===== src/sat_pkg.sv =====
// Shared types and constants for the sorted array table.
package sat_pkg;

  // Table size and stored key width.
  localparam int DEPTH    = 16;
  localparam int KEY_BITS = 32;

  // Fixed field widths of the stream words.
  localparam int ACT_W     = 2;
  localparam int KEY_IN_W  = 32;
  localparam int IDX_IN_W  = 4;
  localparam int ST_W      = 2;
  localparam int VAL_W     = 32;
  localparam int CNT_OUT_W = 5;
  localparam int CAP_W     = 5;

  // Packed stream word widths, rounded up to whole bytes.
  localparam int IN_BITS  = ACT_W + KEY_IN_W + IDX_IN_W;
  localparam int OUT_BITS = ST_W + VAL_W + CNT_OUT_W;
  localparam int IN_TDATA_W  = ((IN_BITS + 7) / 8) * 8;
  localparam int OUT_TDATA_W = ((OUT_BITS + 7) / 8) * 8;

  // Bit positions inside the stream words.
  localparam int IN_KEY_LSB  = ACT_W;
  localparam int IN_IDX_LSB  = ACT_W + KEY_IN_W;
  localparam int OUT_VAL_LSB = ST_W;
  localparam int OUT_CNT_LSB = ST_W + VAL_W;

  // Internal widths derived from the table size.
  localparam int IDX_W = (DEPTH > 1) ? $clog2(DEPTH) : 1;
  localparam int CNT_W = $clog2(DEPTH + 1);
  localparam int CMP_W = (IDX_IN_W > CNT_W) ? IDX_IN_W : CNT_W;
  localparam int LIM_W = (CAP_W > CNT_W) ? CAP_W : CNT_W;

  // Capacity register value after reset.
  localparam logic [CAP_W-1:0] CAP_RESET = CAP_W'(16);

  typedef enum logic [ACT_W-1:0] {
    ACT_INSERT = 2'd0,
    ACT_LOOKUP = 2'd1,
    ACT_REMOVE = 2'd2,
    ACT_NOP    = 2'd3
  } action_e;

  typedef enum logic [ST_W-1:0] {
    ST_OK    = 2'd0,
    ST_FULL  = 2'd1,
    ST_INDEX = 2'd2
  } status_e;

  // Per-cell control for one cycle.
  typedef struct packed {
    logic ins;    // insert operation this cycle
    logic rem;    // remove operation this cycle
    logic occ;    // cell holds a stored entry
    logic shift;  // cell sits at or above the removed index
  } sat_cell_ctl_t;

endpackage


===== src/sorted_array_table.sv =====
// Sorted array table: a chain of key cells kept in ascending order.
//
// Input words arrive on s_axis_*: action, key and index packed in tdata.
// Insert places the key ahead of equal keys and returns the position taken;
// lookup returns the key at an index; remove returns and deletes it.
// Full tables and indexes at or beyond the count give an error status and
// leave the table alone. Every input word gives exactly one result word on
// m_axis_*: status, value and the entry count after the operation.
//
// All cells compare against the new key and shift in the same cycle, so an
// operation completes in the cycle it is accepted and its result appears in
// the output register in the next cycle. One word is taken per cycle while
// the output register is empty or being drained; when the receiver stalls,
// the result is held and s_axis_tready drops until it is taken.
//
// Reset empties the table and sets capacity to 16. Users must write capacity
// register via cfg_we_i/cfg_wdata_i with no work outstanding (not enforced).
module sorted_array_table
  import sat_pkg::*;
(
  input  logic                   clk_i,
  input  logic                   rst_ni,
  input  logic                   s_axis_tvalid,
  output logic                   s_axis_tready,
  // [1:0] action, [33:2] key, [37:34] index
  input  logic [IN_TDATA_W-1:0]  s_axis_tdata,
  output logic                   m_axis_tvalid,
  input  logic                   m_axis_tready,
  // [1:0] status, [33:2] value, [38:34] count
  output logic [OUT_TDATA_W-1:0] m_axis_tdata,
  input  logic                   cfg_we_i,
  input  logic [CAP_W-1:0]       cfg_wdata_i
);

  logic [CAP_W-1:0]       cap_q;
  logic [CNT_W-1:0]       cnt_q, cnt_d;
  logic                   out_vld_q;
  logic [OUT_TDATA_W-1:0] out_data_q, out_data_d;

  action_e                act;
  logic [KEY_BITS-1:0]    new_key;
  logic [IDX_IN_W-1:0]    idx_in;
  logic [CMP_W-1:0]       idx_cmp;
  logic [LIM_W-1:0]       lim;
  logic                   accept, full, idx_ok, do_ins, do_rem;

  logic [KEY_BITS-1:0]    keys [DEPTH];
  logic [DEPTH-1:0]       less;
  logic [DEPTH-1:0]       bound;
  logic [IDX_W-1:0]       pos;
  sat_cell_ctl_t          ctl [DEPTH];

  status_e                st;
  logic [VAL_W-1:0]       val;

  // Input word unpacking.
  assign act     = action_e'(s_axis_tdata[ACT_W-1:0]);
  assign new_key = KEY_BITS'(s_axis_tdata[IN_KEY_LSB +: KEY_IN_W]);
  assign idx_in  = s_axis_tdata[IN_IDX_LSB +: IDX_IN_W];
  assign idx_cmp = CMP_W'(idx_in);

  // Output register frees up when empty or drained this cycle.
  assign s_axis_tready = !out_vld_q || m_axis_tready;
  assign accept        = s_axis_tvalid && s_axis_tready;

  // Effective limit is the smaller of capacity and table depth.
  assign lim    = (LIM_W'(cap_q) < LIM_W'(DEPTH)) ? LIM_W'(cap_q) : LIM_W'(DEPTH);
  assign full   = LIM_W'(cnt_q) >= lim;
  assign idx_ok = idx_cmp < CMP_W'(cnt_q);
  assign do_ins = accept && (act == ACT_INSERT) && !full;
  assign do_rem = accept && (act == ACT_REMOVE) && idx_ok;

  // The cell chain.
  for (genvar i = 0; i < DEPTH; i++) begin : g_cell
    logic [KEY_BITS-1:0] left_key, right_key;
    logic                left_less;

    if (i == 0) begin : g_first
      assign left_key  = new_key;
      assign left_less = 1'b1;
    end else begin : g_mid
      assign left_key  = keys[i-1];
      assign left_less = less[i-1];
    end

    if (i == DEPTH - 1) begin : g_last
      assign right_key = keys[i];
    end else begin : g_inner
      assign right_key = keys[i+1];
    end

    assign ctl[i].ins   = do_ins;
    assign ctl[i].rem   = do_rem;
    assign ctl[i].occ   = CNT_W'(i) < cnt_q;
    assign ctl[i].shift = CMP_W'(i) >= idx_cmp;

    // The insert point is where the run of smaller keys ends.
    assign bound[i] = left_less && !less[i];

    sat_cell u_cell (
      .clk_i       (clk_i),
      .new_key_i   (new_key),
      .left_key_i  (left_key),
      .right_key_i (right_key),
      .left_less_i (left_less),
      .ctl_i       (ctl[i]),
      .key_o       (keys[i]),
      .less_o      (less[i])
    );
  end

  // Encode the one-hot insert point into a position.
  always_comb begin
    pos = '0;
    for (int i = 0; i < DEPTH; i++) begin
      if (bound[i]) begin
        pos = pos | IDX_W'(i);
      end
    end
  end

  // Result and next count.
  always_comb begin
    st    = ST_OK;
    val   = '0;
    cnt_d = cnt_q;
    case (act)
      ACT_INSERT: begin
        if (full) begin
          st = ST_FULL;
        end else begin
          val   = VAL_W'(pos);
          cnt_d = cnt_q + CNT_W'(1);
        end
      end
      ACT_LOOKUP, ACT_REMOVE: begin
        if (!idx_ok) begin
          st = ST_INDEX;
        end else begin
          val = VAL_W'(keys[IDX_W'(idx_in)]);
          if (act == ACT_REMOVE) begin
            cnt_d = cnt_q - CNT_W'(1);
          end
        end
      end
      default: begin
        st = ST_OK;
      end
    endcase
  end

  always_comb begin
    out_data_d = '0;
    out_data_d[ST_W-1:0]                = st;
    out_data_d[OUT_VAL_LSB +: VAL_W]    = val;
    out_data_d[OUT_CNT_LSB +: CNT_OUT_W] = CNT_OUT_W'(cnt_d);
  end

  // Control state.
  always_ff @(posedge clk_i or negedge rst_ni) begin
    if (!rst_ni) begin
      cap_q     <= CAP_RESET;
      cnt_q     <= '0;
      out_vld_q <= 1'b0;
    end else begin
      if (cfg_we_i) begin
        cap_q <= cfg_wdata_i;
      end
      if (accept) begin
        cnt_q     <= cnt_d;
        out_vld_q <= 1'b1;
      end else if (m_axis_tready) begin
        out_vld_q <= 1'b0;
      end
    end
  end

  // Result word register.
  always_ff @(posedge clk_i) begin
    if (accept) begin
      out_data_q <= out_data_d;
    end
  end

  assign m_axis_tvalid = out_vld_q;
  assign m_axis_tdata  = out_data_q;

endmodule


===== src/sat_cell.sv =====
// One cell of the sorted chain: holds a key and shifts with its neighbors.
module sat_cell
  import sat_pkg::*;
(
  input  logic                clk_i,
  input  logic [KEY_BITS-1:0] new_key_i,
  input  logic [KEY_BITS-1:0] left_key_i,
  input  logic [KEY_BITS-1:0] right_key_i,
  input  logic                left_less_i,
  input  sat_cell_ctl_t       ctl_i,
  output logic [KEY_BITS-1:0] key_o,
  output logic                less_o
);

  logic [KEY_BITS-1:0] key_q, key_d;

  // An occupied cell whose key is below the new key stays put on insert.
  assign less_o = ctl_i.occ && (key_q < new_key_i);

  // The first cell not below the new key takes it; later cells take the left key.
  always_comb begin
    key_d = key_q;
    if (ctl_i.ins && !less_o) begin
      key_d = left_less_i ? new_key_i : left_key_i;
    end else if (ctl_i.rem && ctl_i.shift) begin
      key_d = right_key_i;
    end
  end

  always_ff @(posedge clk_i) begin
    key_q <= key_d;
  end

  assign key_o = key_q;

endmodule


===== config.mk =====
export PLATFORM = sky130hd
export DESIGN_NAME = sorted_array_table
export DESIGN_NICKNAME = d
export VERILOG_FILES = /design/src/sat_pkg.sv /design/src/sorted_array_table.sv /design/src/sat_cell.sv
export SDC_FILE = /design/constraint.sdc
export NUM_CORES = 2
export LEC_CHECK = 0
export BUFFER_PORTS_ARGS = -buffer_cell sky130_fd_sc_hd__buf_2
export CORE_ASPECT_RATIO = 1.75
export CORE_MARGIN = 10
export CORE_UTILIZATION = 70
export CTS_CLUSTER_DIAMETER = 200
export DETAILED_ROUTE_END_ITERATION = 10
export HOLD_SLACK_MARGIN = 0.12
export PLACE_DENSITY = 0.88
export SYNTH_ARGS = -nofsm -noshare
export SYNTH_HDL_FRONTEND = slang
export SYNTH_SLANG_ARGS = --single-unit

===== constraint.sdc =====
create_clock -name clk_i -period 8.7 [get_ports clk_i]
set_input_delay 0.87 -clock clk_i [delete_from_list [all_inputs] [get_ports clk_i]]
set_output_delay 0.87 -clock clk_i [all_outputs]
set_load 0.1 [all_outputs]

==> summary.md <==
| Metric | Value |
|---|---|
| Total wire length | approximately 150000 um |
| Root Buffer | clkbuf_16 |
| Async S/R FF share, synth | just under 2% |
| Setup violators final | 0 |
| Starting Density | a little over two thirds |
| CTS clk-pin slew, worst paths | 0.07 ns |
| DR DRC count | 0 |
| PwrDens | 200 nW/um^2 |
| Wire per inst | around 31 um |
| Cells after Synth | 3859 |
| Via count | between 30000 and 40000 |
| Worst Path Max Fanout | 35 |
| Pin count of the biggest net entering global routing | a little over 100 |
| Avg Inst Size Synth | ~11 um^2 |
| Synth Net Count | about 4400 |
| Antenna-violating nets left | 0 |
| Critical path type | in2reg |
| Post-CTS Setup Inserts | 0 |
| Die X | slightly above 200 um |
| FILL cells | slightly below 4000 |
| Sequential share of the synthesized area | between 30 and 40% |
| DR vias/cell | ~7.5 |
| Initial antenna violation count | 16 |
| RSZ-0062 raised after global routing | false |
| Seq cells post-synth | between 500 and 600 |
| Final Util | roughly 76% |
| CP endpoint kind | register |
| Max Cap Violations | 0 |
| Post-synth EDFFs | approximately 550 |
| Distinct cells, synth | 73 |
| Leakage | between 0.015 and 0.02 uW |
| Ys Warns | 0 |
| Final GP Congestion | 1.04 |
| # nets final | about 4400 |
| Worst skew pair latency | ~0.67 ns |
| Boundary Pins | 92 |
| Setup TNS | 0 ns |
| Max Slew Vio Count | 0 |
| Min-delay worst type | in2reg |
| Maximum vdd drop | 0.194 mV |
| Core Area | around 61000 um^2 |
| Synth top area share | 38.5% |
| H-tree levels | 2 |
| DR pass1 iterations | 8 |
| Final cycle utilization of the critical path | 59.9% |
| Placed wire-length estimate | 101000 um |
| CTS tree | built |
| Min cycle time layout | approximately 5.2 ns |
| CTS buffer count | 55 |
| Port-buffer cells | between 80 and 90 |
| Top area cells in the synthesized netlist | edfxtp_1, ha_1, mux4_2, mux2i_1, o21ai_0 |
| Vias in the first global route | approximately 36000 |
| Clk buf depth | 3 |
| Die Area | ~72000 um^2 |
| Reg area | ~17000 um^2 |
| Worst-Margin Slew | approximately 1.3 ns |
| Final hold viol count | 0 |
| Sink Count | roughly 560 |
| Clock Skews | roughly 0.022 ns |
| Peak Freq | between 0.15 and 0.2 GHz |
| Detailed Route Iter0 Violations | 4237 |
| Commonest non-fill, non-tap cells in the layout | edfxtp_1, ha_1, nand2_1, o21ai_0, mux2i_1 |
| Mapped Area | approximately 43000 um^2 |
| Critical Path AT | roughly 5.5 ns |
| Area leader, netlist | edfxtp_1 |
| Footprint of the multi-input gates | roughly 25000 um^2 |
| Element type at the critical path start | primary input |
| Slew margin rel. | ~15% |
| Ratio of cells with drive above 1 in the final layout | between 15 and 20% |
| Area grow syn2layout | 7.27% |
| Row count | 120 |
| Total gr overflow | 0 |
| Outcome | completed |
| Total Routing Usage GR | about two fifths |
| Die Height | 348 um |
| Main synth FF type | edfxtp_1 |
| Most common cell after layout, fill and taps aside | edfxtp_1 |
| Critical path required time | 8.97 ns |
| First-pass GRT wire length | 219000 um |
==> where the power goes <==
group	internal (uW)	total, uW	leakage (uW)	switching [uW]
registers	3250	3480	0.00516	230
clock network	1440	2580	0.000900	1140
logic	1220	3180	0.0128	1960
total	5910	9240	0.0189	3330
==> cells in the mapped netlist (19+ instances only) <==
cell      instances
mux2i_1         355
a211oi_1         21
nor3_1           19
nor2_1          232
nand2_1         405
nand3_1          21
inv_1            51
buf_1            19
a21oi_1         325
mux4_2          160
mux2_2          112
o21ai_0         386
mux2_4           56
buf_2            86
clkbuf_1        112
nand2b_1         19
a21o_1           84
nand4_1          66
ha_1            510
edfxtp_1        551
nor2b_1          57
==> logic make-up after synthesis <==
family | Yosys count | synth area share [%]
other | 1 | 0.00872
AND/OR/NAND/NOR | 876 | 9.06
multiplexers | 683 | 21.5
adder cells (fa/ha/maj) | 510 | 14.8
flip-flops | 562 | 39.1
buffers and inverters | 286 | 2.99
AO/OA/AOI/OAI | 941 | 12.5
==> cell type report <==
type / instances / area share (%)
clock inverter: 36 / 0.884
multi-input combinational: 3011 / 54.6
sequential: 562 / 36.5
inverter: 51 / 0.415
timing repair buffer: 167 / 2.30
clock buffer: 66 / 3.12
antenna: 8 / 0.0434
tap: 793 / 2.15
==> critical path: stages <==
cell	delay (ns)
buf_2	0.35
inv_1	0.08
buf_4	0.24
ha_1	0.36
nand2_1	0.06
o21ai_0	0.32
a2111oi_0	0.13
o31a_1	0.16
nor3_1	0.36
o21ai_1	0.21
a22oi_2	0.15
buf_4	0.47
and2_2	0.70
buf_4	0.45
o21bai_4	0.53
==> flip-flops by register name, indices dropped and copies added, names as in the netlist <==
signal and cells:
cap_q 5, cnt_q 5, g_cell.u_cell.key_o 512, m_axis_tdata 39, m_axis_tvalid 1
==> final timing paths <==
check,from,endpoint,slack [ns],cells after the start
setup / recovery,s_axis_tdata[12],g_cell[9].u_cell.key_o[31],3.49,15
hold / removal,s_axis_tvalid,m_axis_tvalid,0.43,2
setup reg to reg,cnt_q[0],g_cell[6].u_cell.key_o[6],3.86,11
hold reg to reg,cap_q[0],cap_q[0],0.52,1
max in group asynchronous,rst_ni,cap_q[4],7.79,2
min in group asynchronous,rst_ni,m_axis_tvalid,0.64,2
==> repair_timing <==
item	in CTS	in global routing
hold buffers	1	0
hold endpoints to repair	10	0
gates resized for setup	0	0
==> metal layers <==
| layer | vias to the layer above | wire [um] | global-route usage (%) |
|---|---|---|---|
| li1 | 14900 | - | - |
| met1 | 16600 | 44900 | 41.8 |
| met2 | 2799 | 69100 | 65.1 |
| met3 | 1020 | 15000 | 9.13 |
| met4 | 12 | 17600 | 38.5 |
| met5 | - | 73 | 0 |
==> metrics by stage <==
step / power (uW) / hold WS [ns] / cells / setup slack (ns) / cell area [um^2]
floorplan: 5700 / 0.473 / 3859 / 2.56 / 43000
global placement: 6410 / 0.485 / 4583 / 3.14 / 44300
detailed placement: 6530 / 0.501 / 4583 / 3.05 / 44300
CTS: 9070 / 0.431 / 4686 / 3.69 / 46100
global route: 9500 / 0.456 / 4687 / 3.39 / 46100
finish: 9240 / 0.430 / 4694 / 3.49 / 46100
Note: power is estimated with default switching activity, not from simulation.
